[config.mk]
export PLATFORM = sky130hd
export DESIGN_NAME = astar_path_planner_top
export DESIGN_NICKNAME = d
export VERILOG_FILES = /design/src/rtl/asp_pkg.sv /design/src/rtl/asp_dist.sv /design/src/rtl/astar_path_planner_top.sv
export SDC_FILE = /design/constraint.sdc
export NUM_CORES = 2
export LEC_CHECK = 0
export BUFFER_PORTS_ARGS = -buffer_cell sky130_fd_sc_hd__buf_2
export CAP_MARGIN = 30
export CELL_PAD_IN_SITES_DETAIL_PLACEMENT = 1
export CELL_PAD_IN_SITES_GLOBAL_PLACEMENT = 1
export CORE_MARGIN = 4
export CORE_UTILIZATION = 40
export CTS_CLUSTER_DIAMETER = 120
export DETAILED_ROUTE_END_ITERATION = 12
export PLACE_DENSITY_LB_ADDON = 0.1
export RECOVER_POWER = 50
export REMOVE_ABC_BUFFERS = 1
export SLEW_MARGIN = 30
export SYNTH_ARGS = -nofsm -noshare
export SYNTH_HDL_FRONTEND = slang
export SYNTH_SLANG_ARGS = --single-unit
[constraint.sdc]
create_clock -name clk -period 6.9 [get_ports clk]
set_input_delay 1.035 -clock clk [delete_from_list [all_inputs] [get_ports clk]]
set_output_delay 1.035 -clock clk [all_outputs]
set_load 0.02 [all_outputs]
[src/rtl/asp_pkg.sv]
// Shared types, constants and cost helpers for the A* path planner.
// No dependencies; imported by asp_dist and astar_path_planner_top.
package asp_pkg;

  localparam int NUM_NODES  = 16;
  localparam int IDX_W      = $clog2(NUM_NODES);
  localparam int LEN_W      = IDX_W + 1;
  localparam int COORD_W    = 10;
  localparam int MASK_W     = 16;
  localparam int COST_W     = 21;
  localparam int PAR_W      = 5;
  localparam int DIST_W     = 15;

  localparam logic [COST_W-1:0] COST_INF  = {COST_W{1'b1}};
  localparam logic [PAR_W-1:0]  NO_PARENT = {PAR_W{1'b1}};

  localparam logic KIND_LOAD  = 1'b0;
  localparam logic KIND_SOLVE = 1'b1;

  // Operands of one distance request
  typedef struct packed {
    logic [COORD_W-1:0] ax;
    logic [COORD_W-1:0] ay;
    logic [COORD_W-1:0] bx;
    logic [COORD_W-1:0] by;
  } dist_req_t;

  typedef struct packed {
    logic [COORD_W-1:0] x;
    logic [COORD_W-1:0] y;
    logic [MASK_W-1:0]  adj;
    logic               obst;
  } node_t;

  typedef struct packed {
    logic [PAR_W-1:0]  parent;
    logic [COST_W-1:0] total;
    logic [COST_W-1:0] local_c;
  } cost_t;

  // Saturating add; all ones means infinity
  function automatic logic [COST_W-1:0] sat_add(input logic [COST_W-1:0] a,
                                                input logic [COST_W-1:0] b);
    logic [COST_W:0] s;
    s = {1'b0, a} + {1'b0, b};
    if (s > {1'b0, COST_INF}) begin
      return COST_INF;
    end
    return s[COST_W-1:0];
  endfunction

endpackage

[src/rtl/asp_dist.sv]
// Euclidean distance unit in Q.4: floor(sqrt(256*(dx^2+dy^2))).
// Squares the differences and sums them, then computes a two-bit-per-step iterative root;
// done pulses when the root is complete. Uses asp_pkg.
module asp_dist import asp_pkg::*; (
  input  logic              clk,
  input  logic              rst_n,
  input  logic              start,
  input  dist_req_t         req,
  output logic              done,
  output logic [DIST_W-1:0] root_out
);

  localparam int VW        = 30;
  localparam int ITERS     = 15;
  localparam int STEP_W    = 5;
  localparam logic [STEP_W-1:0] STEP_LAST = STEP_W'(ITERS + 1);

  logic                     busy_r;
  logic                     done_r;
  logic [STEP_W-1:0]        step_r;
  logic signed [COORD_W:0]  dx_r, dy_r;
  logic [2*COORD_W-1:0]     sqx_r, sqy_r;
  logic [VW-1:0]            v_r, root_r, bit_r;

  logic signed [2*COORD_W+1:0] px, py;
  logic [2*COORD_W:0]          sum;
  logic [VW-1:0]               trial;

  assign px    = dx_r * dx_r;
  assign py    = dy_r * dy_r;
  assign sum   = {1'b0, sqx_r} + {1'b0, sqy_r};
  assign trial = root_r + bit_r;

  // control
  always_ff @(posedge clk) begin
    if (!rst_n) begin
      busy_r <= 1'b0;
      done_r <= 1'b0;
      step_r <= '0;
    end else begin
      done_r <= 1'b0;
      if (start) begin
        busy_r <= 1'b1;
        step_r <= '0;
      end else if (busy_r) begin
        step_r <= step_r + 1'b1;
        if (step_r == STEP_LAST) begin
          busy_r <= 1'b0;
          done_r <= 1'b1;
        end
      end
    end
  end

  // datapath
  always_ff @(posedge clk) begin
    if (start) begin
      dx_r <= $signed({1'b0, req.ax}) - $signed({1'b0, req.bx});
      dy_r <= $signed({1'b0, req.ay}) - $signed({1'b0, req.by});
    end else if (busy_r) begin
      if (step_r == '0) begin
        sqx_r <= px[2*COORD_W-1:0];
        sqy_r <= py[2*COORD_W-1:0];
      end else if (step_r == STEP_W'(1)) begin
        v_r    <= {1'b0, sum, 8'b0};
        root_r <= '0;
        bit_r  <= VW'(1) << (VW - 2);
      end else begin
        if (v_r >= trial) begin
          v_r    <= v_r - trial;
          root_r <= (root_r >> 1) + bit_r;
        end else begin
          root_r <= root_r >> 1;
        end
        bit_r <= bit_r >> 2;
      end
    end
  end

  assign done     = done_r;
  assign root_out = root_r[DIST_W-1:0];

endmodule

[src/rtl/astar_path_planner_top.sv]
// A* path planner top level: node and cost memories, search sequencer, path output.
// Depends on asp_pkg and asp_dist.
//
// Usage: requests enter on in_valid/in_ready. A load request (kind 0) writes one
// node (coordinates, neighbor mask, obstacle flag) and gives no result.
// A solve request (kind 1) searches from start_node to goal_node and returns the
// path on out_valid/out_ready, start first, last set on the goal; reached is 0 with
// only the goal returned when the goal cannot be reached.
// Throughput: one request at a time; in_ready is high only while idle. A solve
// reads the goal and start nodes and computes the start heuristic, then for each
// expanded node scans every cost entry for the least open total, loads and closes
// it, scans its neighbor indices and per neighbor computes one or two distances in
// the shared iterative root unit, then walks the parent links and emits each node,
// waiting on receiver stall.
// Reset clears node valid bits (mask and obstacle read as zero), the state and the flags;
// search state is cleared at each solve by per-entry valid bits, no sweep.
// A stalled receiver holds the output register; the sequencer waits for it.
module astar_path_planner_top import asp_pkg::*; (
  input  logic               clk,
  input  logic               rst_n,
  input  logic               in_valid,
  output logic               in_ready,
  input  logic               in_kind,
  input  logic [IDX_W-1:0]   in_node_index,
  input  logic [COORD_W-1:0] in_coord_x,
  input  logic [COORD_W-1:0] in_coord_y,
  input  logic [MASK_W-1:0]  in_neighbor_mask,
  input  logic               in_blocked,
  input  logic [IDX_W-1:0]   in_start_node,
  input  logic [IDX_W-1:0]   in_goal_node,
  output logic               out_valid,
  input  logic               out_ready,
  output logic [IDX_W-1:0]   out_path_node,
  output logic               out_last,
  output logic               out_reached
);

  localparam int ST_W = 5;
  localparam logic [ST_W-1:0] S_IDLE    = 5'd0;
  localparam logic [ST_W-1:0] S_RDG     = 5'd1;
  localparam logic [ST_W-1:0] S_RDS     = 5'd2;
  localparam logic [ST_W-1:0] S_INIT    = 5'd3;
  localparam logic [ST_W-1:0] S_INITW   = 5'd4;
  localparam logic [ST_W-1:0] S_SEL_RD  = 5'd5;
  localparam logic [ST_W-1:0] S_SEL_CMP = 5'd6;
  localparam logic [ST_W-1:0] S_CUR_RD  = 5'd7;
  localparam logic [ST_W-1:0] S_CUR     = 5'd8;
  localparam logic [ST_W-1:0] S_NB      = 5'd9;
  localparam logic [ST_W-1:0] S_NB_D    = 5'd10;
  localparam logic [ST_W-1:0] S_NB_W1   = 5'd11;
  localparam logic [ST_W-1:0] S_NB_W2   = 5'd12;
  localparam logic [ST_W-1:0] S_NB_NEXT = 5'd13;
  localparam logic [ST_W-1:0] S_EXP_END = 5'd14;
  localparam logic [ST_W-1:0] S_PW0     = 5'd15;
  localparam logic [ST_W-1:0] S_PW1     = 5'd16;
  localparam logic [ST_W-1:0] S_EM_RD   = 5'd17;
  localparam logic [ST_W-1:0] S_EM_LD   = 5'd18;
  localparam logic [ST_W-1:0] S_EM_W    = 5'd19;

  localparam logic [IDX_W-1:0] IDX_LAST = IDX_W'(NUM_NODES - 1);
  localparam logic [LEN_W-1:0] LEN_FULL = LEN_W'(NUM_NODES);

  logic [ST_W-1:0]       state_r;
  logic [IDX_W-1:0]      start_r, goal_r, cur_r, idx_r, best_r;
  logic [COORD_W-1:0]    goal_x_r, goal_y_r, cur_x_r, cur_y_r, nb_x_r, nb_y_r;
  logic [MASK_W-1:0]     cur_adj_r;
  logic [COST_W-1:0]     cur_local_r, best_cost_r, best_local_r, nb_local_r, cand_r;
  logic                  found_r;
  logic [NUM_NODES-1:0]  visited_r, open_r, cvalid_r, nvalid_r;
  logic [LEN_W-1:0]      len_r, k_r;
  logic                  out_valid_r, out_last_r, out_reached_r;
  logic [IDX_W-1:0]      out_node_r;

  // memories
  node_t            node_mem [NUM_NODES];
  cost_t            cost_mem [NUM_NODES];
  logic [IDX_W-1:0] pbuf_mem [NUM_NODES];

  node_t            node_q, node_eff;
  logic             nvalid_q;
  cost_t            cost_q, cost_eff;
  logic             cvalid_q;
  logic [IDX_W-1:0] pbuf_q;

  logic             in_fire;
  logic [IDX_W-1:0] node_raddr, cost_raddr, cost_waddr, pbuf_raddr, pbuf_waddr;
  logic             cost_we, pbuf_we;
  cost_t            cost_wdata;
  logic [IDX_W-1:0] pbuf_wdata;

  logic              dist_start, dist_done;
  dist_req_t         dist_req;
  logic [DIST_W-1:0] dist_val;
  logic [COST_W-1:0] dist_ext, cand_now;

  logic             take, parent_ok;
  logic [IDX_W-1:0] parent_idx;

  asp_dist u_dist (
    .clk      (clk),
    .rst_n    (rst_n),
    .start    (dist_start),
    .req      (dist_req),
    .done     (dist_done),
    .root_out (dist_val)
  );

  assign in_fire  = in_valid && in_ready;
  assign in_ready = (state_r == S_IDLE);
  assign dist_ext = COST_W'(dist_val);
  assign cand_now = sat_add(cur_local_r, dist_ext);

  // invalid entries read as their reset value
  always_comb begin
    node_eff = node_q;
    if (!nvalid_q) begin
      node_eff.adj  = '0;
      node_eff.obst = 1'b0;
    end
    cost_eff = cost_q;
    if (!cvalid_q) begin
      cost_eff.parent  = NO_PARENT;
      cost_eff.total   = COST_INF;
      cost_eff.local_c = COST_INF;
    end
  end

  assign take = open_r[idx_r] && !visited_r[idx_r] &&
                (!found_r || (cost_eff.total < best_cost_r));
  assign parent_ok  = (cost_eff.parent != NO_PARENT) && (len_r != LEN_FULL);
  assign parent_idx = cost_eff.parent[IDX_W-1:0];

  // read addresses, write strobes and distance requests
  always_comb begin
    node_raddr = idx_r;
    cost_raddr = idx_r;
    pbuf_raddr = IDX_W'(len_r - LEN_W'(1) - k_r);
    cost_we    = 1'b0;
    cost_waddr = idx_r;
    cost_wdata = '{parent: {1'b0, cur_r}, total: sat_add(cand_r, dist_ext),
                   local_c: cand_r};
    pbuf_we    = 1'b0;
    pbuf_waddr = len_r[IDX_W-1:0];
    pbuf_wdata = parent_idx;
    dist_start = 1'b0;
    dist_req   = '{ax: cur_x_r, ay: cur_y_r, bx: goal_x_r, by: goal_y_r};
    case (state_r)
      S_RDG:    node_raddr = goal_r;
      S_RDS:    node_raddr = start_r;
      S_INIT: begin
        dist_start = 1'b1;
        dist_req   = '{ax: node_eff.x, ay: node_eff.y, bx: goal_x_r, by: goal_y_r};
      end
      S_INITW: begin
        cost_we    = dist_done;
        cost_waddr = start_r;
        cost_wdata = '{parent: NO_PARENT, total: dist_ext, local_c: '0};
      end
      S_CUR_RD: node_raddr = cur_r;
      S_NB_D: begin
        dist_start = 1'b1;
        dist_req   = '{ax: cur_x_r, ay: cur_y_r, bx: node_eff.x, by: node_eff.y};
      end
      S_NB_W1: begin
        dist_start = dist_done && (cand_now < nb_local_r);
        dist_req   = '{ax: nb_x_r, ay: nb_y_r, bx: goal_x_r, by: goal_y_r};
      end
      S_NB_W2: cost_we = dist_done;
      S_PW0: begin
        cost_raddr = goal_r;
        pbuf_we    = 1'b1;
        pbuf_waddr = '0;
        pbuf_wdata = goal_r;
      end
      S_PW1: begin
        cost_raddr = parent_idx;
        pbuf_we    = parent_ok;
      end
      default: ;
    endcase
  end

  // node memory: written by load requests
  always_ff @(posedge clk) begin
    if (in_fire && (in_kind == KIND_LOAD)) begin
      node_mem[in_node_index] <= '{x: in_coord_x, y: in_coord_y,
                                   adj: in_neighbor_mask, obst: in_blocked};
    end
    node_q   <= node_mem[node_raddr];
    nvalid_q <= nvalid_r[node_raddr];
  end

  // cost memory: parent, total and local cost per node
  always_ff @(posedge clk) begin
    if (cost_we) begin
      cost_mem[cost_waddr] <= cost_wdata;
    end
    cost_q   <= cost_mem[cost_raddr];
    cvalid_q <= cvalid_r[cost_raddr];
  end

  // path buffer
  always_ff @(posedge clk) begin
    if (pbuf_we) begin
      pbuf_mem[pbuf_waddr] <= pbuf_wdata;
    end
    pbuf_q <= pbuf_mem[pbuf_raddr];
  end

  // search sequencer
  always_ff @(posedge clk) begin
    if (!rst_n) begin
      state_r     <= S_IDLE;
      nvalid_r    <= '0;
      cvalid_r    <= '0;
      visited_r   <= '0;
      open_r      <= '0;
      found_r     <= 1'b0;
      out_valid_r <= 1'b0;
    end else begin
      if (cost_we) begin
        cvalid_r[cost_waddr] <= 1'b1;
      end
      case (state_r)
        S_IDLE: begin
          if (in_fire) begin
            if (in_kind == KIND_LOAD) begin
              nvalid_r[in_node_index] <= 1'b1;
            end else begin
              start_r   <= in_start_node;
              goal_r    <= in_goal_node;
              visited_r <= '0;
              open_r    <= '0;
              cvalid_r  <= '0;
              if (in_start_node == in_goal_node) begin
                out_node_r    <= in_goal_node;
                out_last_r    <= 1'b1;
                out_reached_r <= 1'b1;
                out_valid_r   <= 1'b1;
                state_r       <= S_EM_W;
              end else begin
                state_r <= S_RDG;
              end
            end
          end
        end
        S_RDG: state_r <= S_RDS;
        S_RDS: begin
          goal_x_r <= node_eff.x;
          goal_y_r <= node_eff.y;
          state_r  <= S_INIT;
        end
        S_INIT: state_r <= S_INITW;
        S_INITW: begin
          if (dist_done) begin
            open_r[start_r] <= 1'b1;
            idx_r           <= '0;
            found_r         <= 1'b0;
            state_r         <= S_SEL_RD;
          end
        end
        // scan open nodes for the least total cost
        S_SEL_RD: state_r <= S_SEL_CMP;
        S_SEL_CMP: begin
          if (take) begin
            found_r      <= 1'b1;
            best_r       <= idx_r;
            best_cost_r  <= cost_eff.total;
            best_local_r <= cost_eff.local_c;
          end
          if (idx_r == IDX_LAST) begin
            if (!(found_r || take)) begin
              state_r <= S_PW0;
            end else begin
              cur_r       <= take ? idx_r : best_r;
              cur_local_r <= take ? cost_eff.local_c : best_local_r;
              visited_r[take ? idx_r : best_r] <= 1'b1;
              open_r[take ? idx_r : best_r]    <= 1'b0;
              state_r <= S_CUR_RD;
            end
          end else begin
            idx_r   <= idx_r + 1'b1;
            state_r <= S_SEL_RD;
          end
        end
        S_CUR_RD: state_r <= S_CUR;
        S_CUR: begin
          cur_x_r   <= node_eff.x;
          cur_y_r   <= node_eff.y;
          cur_adj_r <= node_eff.adj;
          idx_r     <= '0;
          state_r   <= S_NB;
        end
        // relax neighbors in ascending index
        S_NB: begin
          if (cur_adj_r[idx_r]) begin
            state_r <= S_NB_D;
          end else if (idx_r == IDX_LAST) begin
            state_r <= S_EXP_END;
          end else begin
            idx_r <= idx_r + 1'b1;
          end
        end
        S_NB_D: begin
          nb_x_r     <= node_eff.x;
          nb_y_r     <= node_eff.y;
          nb_local_r <= cost_eff.local_c;
          if (!visited_r[idx_r] && !node_eff.obst) begin
            open_r[idx_r] <= 1'b1;
          end
          state_r <= S_NB_W1;
        end
        S_NB_W1: begin
          if (dist_done) begin
            cand_r  <= cand_now;
            state_r <= (cand_now < nb_local_r) ? S_NB_W2 : S_NB_NEXT;
          end
        end
        S_NB_W2: begin
          if (dist_done) begin
            state_r <= S_NB_NEXT;
          end
        end
        S_NB_NEXT: begin
          if (idx_r == IDX_LAST) begin
            state_r <= S_EXP_END;
          end else begin
            idx_r   <= idx_r + 1'b1;
            state_r <= S_NB;
          end
        end
        S_EXP_END: begin
          idx_r   <= '0;
          found_r <= 1'b0;
          state_r <= (cur_r == goal_r) ? S_PW0 : S_SEL_RD;
        end
        // walk the parent chain back from the goal
        S_PW0: begin
          len_r   <= LEN_W'(1);
          state_r <= S_PW1;
        end
        S_PW1: begin
          if (parent_ok) begin
            len_r <= len_r + 1'b1;
          end else if (len_r == LEN_W'(1)) begin
            out_node_r    <= goal_r;
            out_last_r    <= 1'b1;
            out_reached_r <= 1'b0;
            out_valid_r   <= 1'b1;
            state_r       <= S_EM_W;
          end else begin
            k_r     <= '0;
            state_r <= S_EM_RD;
          end
        end
        // emit buffered path start first
        S_EM_RD: state_r <= S_EM_LD;
        S_EM_LD: begin
          out_node_r    <= pbuf_q;
          out_last_r    <= (k_r == len_r - LEN_W'(1));
          out_reached_r <= 1'b1;
          out_valid_r   <= 1'b1;
          state_r       <= S_EM_W;
        end
        S_EM_W: begin
          if (out_ready) begin
            out_valid_r <= 1'b0;
            if (out_last_r) begin
              state_r <= S_IDLE;
            end else begin
              k_r     <= k_r + 1'b1;
              state_r <= S_EM_RD;
            end
          end
        end
        default: state_r <= S_IDLE;
      endcase
    end
  end

  assign out_valid     = out_valid_r;
  assign out_path_node = out_node_r;
  assign out_last      = out_last_r;
  assign out_reached   = out_reached_r;

endmodule

### After elaboration in Yosys (flattened, before gate mapping)

Memories as Yosys holds them, arrays and structs flattened. A register that Yosys moved wholly into a read port is not among the register bits.
Cells that the tools add are included.

| cells by class | value |
|---|---|
| $add $sub $neg | 14 |
| multipliers | 2 |
| divide/modulo/power cells | 0 |
| magnitude comparators | 17 |
| eq/ne operators | 46 |
| shifts and indexed selects | 0 |
| multiplexer cells | 117 |
| bitwise operators | 13 |
| reductions and logical operators | 56 |

Operator list:

| cell | count |
|---|---|
| 16-bit 2-to-1 mux | 12 |
| 40-bit one-hot mux with 3 select lines | 1 |
| 21-bit 2-to-1 mux | 5 |
| 5-bit one-hot mux with 20 select lines | 1 |
| 47-bit 2-to-1 mux | 2 |
| 29-bit 2-to-1 mux | 3 |
| 5-bit 2-to-1 mux | 17 |
| 16-bit OR | 5 |
| 16-bit one-hot mux with 4 select lines | 1 |
| 4-bit 2-to-1 mux | 14 |
| 21-bit by 15-bit adder with 22-bit output | 2 |
| 22-bit by 21-bit greater-than comparator with 1-bit output (second input constant) | 2 |
| 21-bit less-than comparator | 2 |
| 5-bit by 4-bit == test with 1-bit output (second input constant) | 8 |
| 11-bit by 11-bit multiplier with 20-bit output | 2 |
| 4-bit by 5-bit less-than comparator with 1-bit output (second input constant) | 7 |
| 1-bit 2-to-1 mux | 35 |
| 16-bit one-hot mux with 2 select lines | 1 |
| 29-bit by 30-bit adder with 30-bit output | 1 |
| 30-bit adder | 1 |
| 30-bit >= comparator | 1 |
| 30-bit 2-to-1 mux | 1 |
| 30-bit subtractor | 1 |
| 5-bit == test (second input constant) | 5 |
| 47 further kinds | 135 |

| word-level totals | value |
|---|---|
| register bits after elaboration | 449 |
| bits in latches | 0 |
| bits in writable memories | 1,408 |
| bits in read-only memories | 0 |
| input port bits | 54 |
| output and inout port bits | 8 |
| logic and storage cells | 312 |
| memories kept | 3 |

Memories:

| memory | depth | bits a word | read ports | clocked after memory_dff | wr ports | RTL line | source |
|---|---|---|---|---|---|---|---|
| cost_mem | 16 | 47 | 1 | 1 | 1 | astar_path_planner_top.sv:76 | `cost_t cost_mem [NUM_NODES];` |
| node_mem | 16 | 37 | 1 | 1 | 1 | astar_path_planner_top.sv:75 | `node_t node_mem [NUM_NODES];` |
| pbuf_mem | 16 | 4 | 1 | 1 | 1 | astar_path_planner_top.sv:77 | `logic [IDX_W-1:0] pbuf_mem [NUM_NODES];` |

### Depth between registers and ports, before layout

| depth | value |
|---|---|
| depth after elaboration | 15 |
| gate-level depth with buffers | 23 |
| depth with buffers taken out | 21 |

### Modules after synthesis

From an unflattened synthesis, not the netlist that was laid out.

| second synthesis, totals | value |
|---|---|
| cell total of the unflattened synthesis | 7,185 |
| area, all modules | 91,278.8 um^2 |

By module, submodules not included:

| module | times used | cells each | area each (um^2) | sequential area each (um^2) |
|---|---|---|---|---|
| astar_path_planner_top | 1 | 5,270 | 73,180.2 | 52,019.9 |
| asp_dist | 1 | 1,915 | 18,098.6 | 4,194.0 |

### Worst setup path after synthesis

OpenSTA, ideal clock, no wires.

| path | value |
|---|---|
| path kind | reg-to-reg |
| start | register u_dist.root_r[1] |
| end | register u_dist.sqx_r[0] (enable) |
| setup time | 0.480 ns |
| arrival time | 7.029 ns |
| data required time | 6.420 ns |
| setup slack | -0.609 ns |
| cell stages (with the launch flop) | 18 |
| path buffers | 0 |
| clock period less this slack | 7.509 ns |
| path through | edfxtp_1 inv_1 fa_1 nor2b_1 o21ai_0 a21boi_0 o2111ai_1 a31oi_1 a41o_1 nor2b_1 nand4_1 mux2_2 ha_1 nand4_1 or3_1 o41a_1 a31o_2 nor3_1 |

| between the ends | value |
|---|---|
| longest elaborated chain between the ends | 9 |

Ends and longest elaborated chain:

| item | RTL line | source |
|---|---|---|
| start, declared | asp_dist.sv:23 | `logic [VW-1:0] v_r, root_r, bit_r;` |
| start signal, assigned | asp_dist.sv:71 | `root_r <= (root_r >> 1) + bit_r;` |
| start signal, assigned | asp_dist.sv:73 | `root_r <= root_r >> 1;` |
| 21-bit by 15-bit adder with 22-bit output (*) | asp_pkg.sv:45 | `s = {1'b0, a} + {1'b0, b};` |
| 22-bit by 21-bit greater-than comparator with 1-bit output | asp_pkg.sv:46 | `if (s > {1'b0, COST_INF}) begin` |
| 1-bit 2-to-1 mux | asp_pkg.sv:46 |  |
| 21-bit 2-to-1 mux (*) | asp_pkg.sv:49 | `return s[COST_W-1:0];` |
| via cand_now[20] | astar_path_planner_top.sv:94 | `logic [COST_W-1:0] dist_ext, cand_now;` |
| 21-bit less-than comparator (*) | astar_path_planner_top.sv:165 | `dist_start = dist_done && (cand_now < nb_local_r);` |
| 1-bit logical AND (*) | astar_path_planner_top.sv:165 |  |
| 1-bit one-hot mux with 2 select lines (*) | astar_path_planner_top.sv:147 | `case (state_r)` |
| via dist_start | astar_path_planner_top.sv:91 | `logic dist_start, dist_done;` |
| 1-bit inverter (no line) (*) | -- |  |
| 3-bit AND reduction (no line) (*) | -- |  |
| end signal, assigned | asp_dist.sv:62 | `sqx_r <= px[2*COORD_W-1:0];` |
| end, declared | asp_dist.sv:22 | `logic [2*COORD_W-1:0] sqx_r, sqy_r;` |

Mark *: on every way through the listed nets, which the timed path passes. The rest lies on a longest branch.
A chain may end at the register's enable or synchronous reset.

### Final worst setup path

| path | value |
|---|---|
| start | register u_dist.root_r[5] |
| end | register u_dist.bit_r[28] (enable) |

| between the ends | value |
|---|---|
| longest elaborated chain between the ends | 9 |

Ends and longest elaborated chain:

| item | RTL line | source |
|---|---|---|
| 21-bit by 15-bit adder with 22-bit output (*) | asp_pkg.sv:45 |  |
| 22-bit by 21-bit greater-than comparator with 1-bit output | asp_pkg.sv:46 |  |
| 1-bit 2-to-1 mux | asp_pkg.sv:46 |  |
| 21-bit 2-to-1 mux (*) | asp_pkg.sv:49 |  |
| via cand_now[18] | astar_path_planner_top.sv:94 |  |
| 21-bit less-than comparator (*) | astar_path_planner_top.sv:165 |  |
| 1-bit logical AND (*) | astar_path_planner_top.sv:165 |  |
| 1-bit one-hot mux with 2 select lines (*) | astar_path_planner_top.sv:147 |  |
| via dist_start | astar_path_planner_top.sv:91 |  |
| 1-bit inverter (no line) (*) | -- |  |
| 3-bit AND reduction (no line) (*) | -- |  |
| end signal, assigned | asp_dist.sv:67 | `bit_r <= VW'(1) << (VW - 2);` |
| end signal, assigned | asp_dist.sv:75 | `bit_r <= bit_r >> 2;` |
| end, declared | asp_dist.sv:23 |  |

Marks and branches as above.

==> reports/metrics.yaml <==
slew_violations: 495
clock_latency_ns: 0.88
drive_above_1_share: 0.0877
reg2reg_slack_ns: 0.77
grt_pass1_vias: 58890
async_flop_share: 0
crit_required_ns: 7.42
worstHoldStart: "visited_r[2]"
row_count: 174
hold_ws_ns: 0.449
synth.area.top_cells: "edfxtp_1 58%, fa_1 4.4%, nand2_1 4.0%"
min_path_type: "register to register"
drt_first_pass_iters: 5
dieArea_sq_um: 234000
path_buf_inv: 2
synth_warnings: 0
final_util: 0.452
finalCritPeriodShare: 0.888
synth_top_area_frac: 0.585
vias_per_cell: 5.47
grtUsageTotal: 0.209
finalHoldViolCount: 0
cts_resized: 0
die_x_um: 483
start_util: 0.402
post_cts_buffers: 0
via_count: 55930
seq_area_frac_synth: 0.622
synth_top_area_cell: "edfxtp_1"
cpLargestDelayFamily: "compound AO/OA/AOI/OAI gates"
fmax_ghz: 0.163
crit_arrival_ns: 6.64
gp_congestion: 0.819
place_area_sq_um: 95200
power_w: 0.0440
leakage_nw: 35.8
startpoint_type: "register"
die_h_um: 483
grt_max_degree: 122
core_area_sq_um: 225000
wl_per_cell_um: 24.1
tightest_slew_ns: 3.63
finalSetupViolations: 0
ys.flop_type: "edfxtp_1"
whs_path_depth: 2
crit_cells: 18
clock_sinks: 1928
syn_avg_cell_area_sq_um: 13.0
synthCells: 6965
fin_area_sq_um: 102000
critical-path-max-stage-delay_ns: 0.70
nets: 7556
status: "finished with violations"
htree_num_levels: 4
ctsHoldBuffers: 0
relSlewSlack: -1.42
route.detailed.drc: 0
clk_path_buf_depth: 3
grt_setup_unrepaired: "no"
antenna_left: 0
portBuffers: 61
fin_crit_ns: 6.13
cp-end-kind: "register"
synth.distinct_cells: 82
cap_viol_max_count: 18
reg2reg_depth: 18
violations: "capacitance limit, slew limit"
setup.worst_path.start: "u_dist.root_r[5]"
r2r_start: "u_dist.root_r[5]"
critPathMaxFanout: 18
grt.overflow.total: 0
synth_edf_count: 1760
wl_um: 247000
netlist_area_sq_um: 90400
nFillCells: 22727
root_buffer: "clkbuf_16"
first_iter_violations: 3977
io_pins: 62
power.density_nw_per_um2: 433
ys_seq_elements: 1928
cts_tree: "built"
grt_pass1_wl_um: 376000
antenna_found_initial: 18
ir_drop_uv: 538
numCtsBuffers: 209
cp_cell_sequence: "ha_1 -> o21a_1 -> o211ai_1 -> a31oi_1 -> o211ai_1 -> a21o_1 -> nor2_1 -> nand3_1 -> clkbuf_1 -> and3_1 -> a21oi_1 -> ha_1 -> nand4_1 -> or3_1 -> o41a_1 -> a31o_2 -> nor2_4 -> buf_4"
hpwlAfterDp_um: 155000
worst-setup-path-type: "register to register"
syn_to_final_growth_pct: 12.4
finClkSkew_ns: 0.0685
path_clk_slew_ns: 0.06
cp_slowest_cell: "clkbuf_1"
[final timing paths]
path                                    endpoint
worst max register to register  u_dist.bit_r[28]
worst min-delay path                visited_r[2]
worst max-delay path            u_dist.bit_r[28]
worst min register to register      visited_r[2]
[power breakdown]
group | total, W | internal (W) | switching [W] | leakage, nW
Sequential | 0.0146 | 0.0142 | 0.000402 | 17.2
Combinational | 0.0184 | 0.00738 | 0.0110 | 15.3
Clock | 0.0110 | 0.00628 | 0.00477 | 3.35
[metrics by stage]
stage,setup TNS (ns),setup slack [ns],cells
floorplan,-508.35,-8.47,6592
global placement,0,0.981,9807
detailed placement,0,0.871,9819
CTS,0,0.840,10218
global route,0,0.366,10222
finish,0,0.774,10227
[registers in the layout, indices dropped and copies added (netlist names), 11 cells and up]
signal and flops:
u_dist.sqx_r 19, node_mem 592, u_dist.dy_r 11, node_eff 20, u_dist.bit_r 15, node_q 17, cost_mem 752, u_dist.sqy_r 19
cost_q 47, visited_r 16, u_dist.dx_r 11, u_dist.v_r 30, cur_local_r 21, pbuf_mem 64, nvalid_r 16, open_r 16
u_dist.root_r 30, cvalid_r 16, best_local_r 21, nb_local_r 21, cur_adj_r 16, best_cost_r 21, cand_r 21
[placed cells by master, fill, tap and decap left out, drive strengths merged, types with 13 or more instances in the layout]
cell type	n
a211oi	266
a21o	55
a21oi	276
a22oi	30
a311oi	176
a31o	13
a31oi	149
and2	331
and3	58
buf	149
clkbuf	378
clkinv	87
dfxtp	168
edfxtp	1760
fa	198
ha	266
inv	367
mux2	35
mux2i	179
mux4	68
nand2	966
nand2b	95
nand3	136
nand4	29
nor2	305
nor2b	52
nor3	46
o2111ai	15
o21a	23
o21ai	129
o21bai	17
or3	22
xnor2	105
xor2	100
[final cells by class]
type	count	area [sq um]	area share
Multi-Input combinational cell	4303	31700	0.311
Sequential cell	1928	56200	0.553
Timing Repair Buffer	235	1790	0.0177
Clock inverter	107	991	0.00975
Clock buffer	292	5880	0.0578
Antenna cell	9	22.5	0.000222
Inverter	361	1360	0.0133
Tap cell	2992	3740	0.0368
[metal layers]
metal	global-route usage	routed length, um	up-vias
li1	-	-	25787
met1	0.294	115000	28955
met2	0.346	118000	881
met3	0.0272	8640	295
met4	0.0448	4700	12
met5	0	88	-
[tightest hold or removal path: stages (launching register included)]
cell	delay, ns
dfxtp_1	0.31
nand2_1	0.05
o21ai_1	0.05
[logic make-up after synthesis]
family,count (synthesis),synth area share
flip-flops,1928,0.622
buffers and inverters,734,0.0323
multiplexers,282,0.0411
AND/OR/NAND/NOR,2092,0.108
XOR/XNOR,205,0.0199
adder cells (fa/ha/maj),464,0.0806
AO/OA/AOI/OAI,1260,0.0961
[cell usage after synthesis, drive strengths merged (22+ instances only)]
library cell,n
mux2,35
and2,331
a31oi,149
or3,22
a21o,55
dfxtp,168
clkbuf,259
mux4,68
fa,198
edfxtp,1760
mux2i,179
nor2,305
a21oi,276
o21ai,129
o21a,23
inv,361
nand2,966
a211oi,266
nand2b,95
nand4,29
nand3,136
ha,266
a22oi,30
a311oi,176
nor3,46
buf,114
and3,58
xor2,100
xnor2,105
nor2b,52
(Power assumes the default switching activity.)
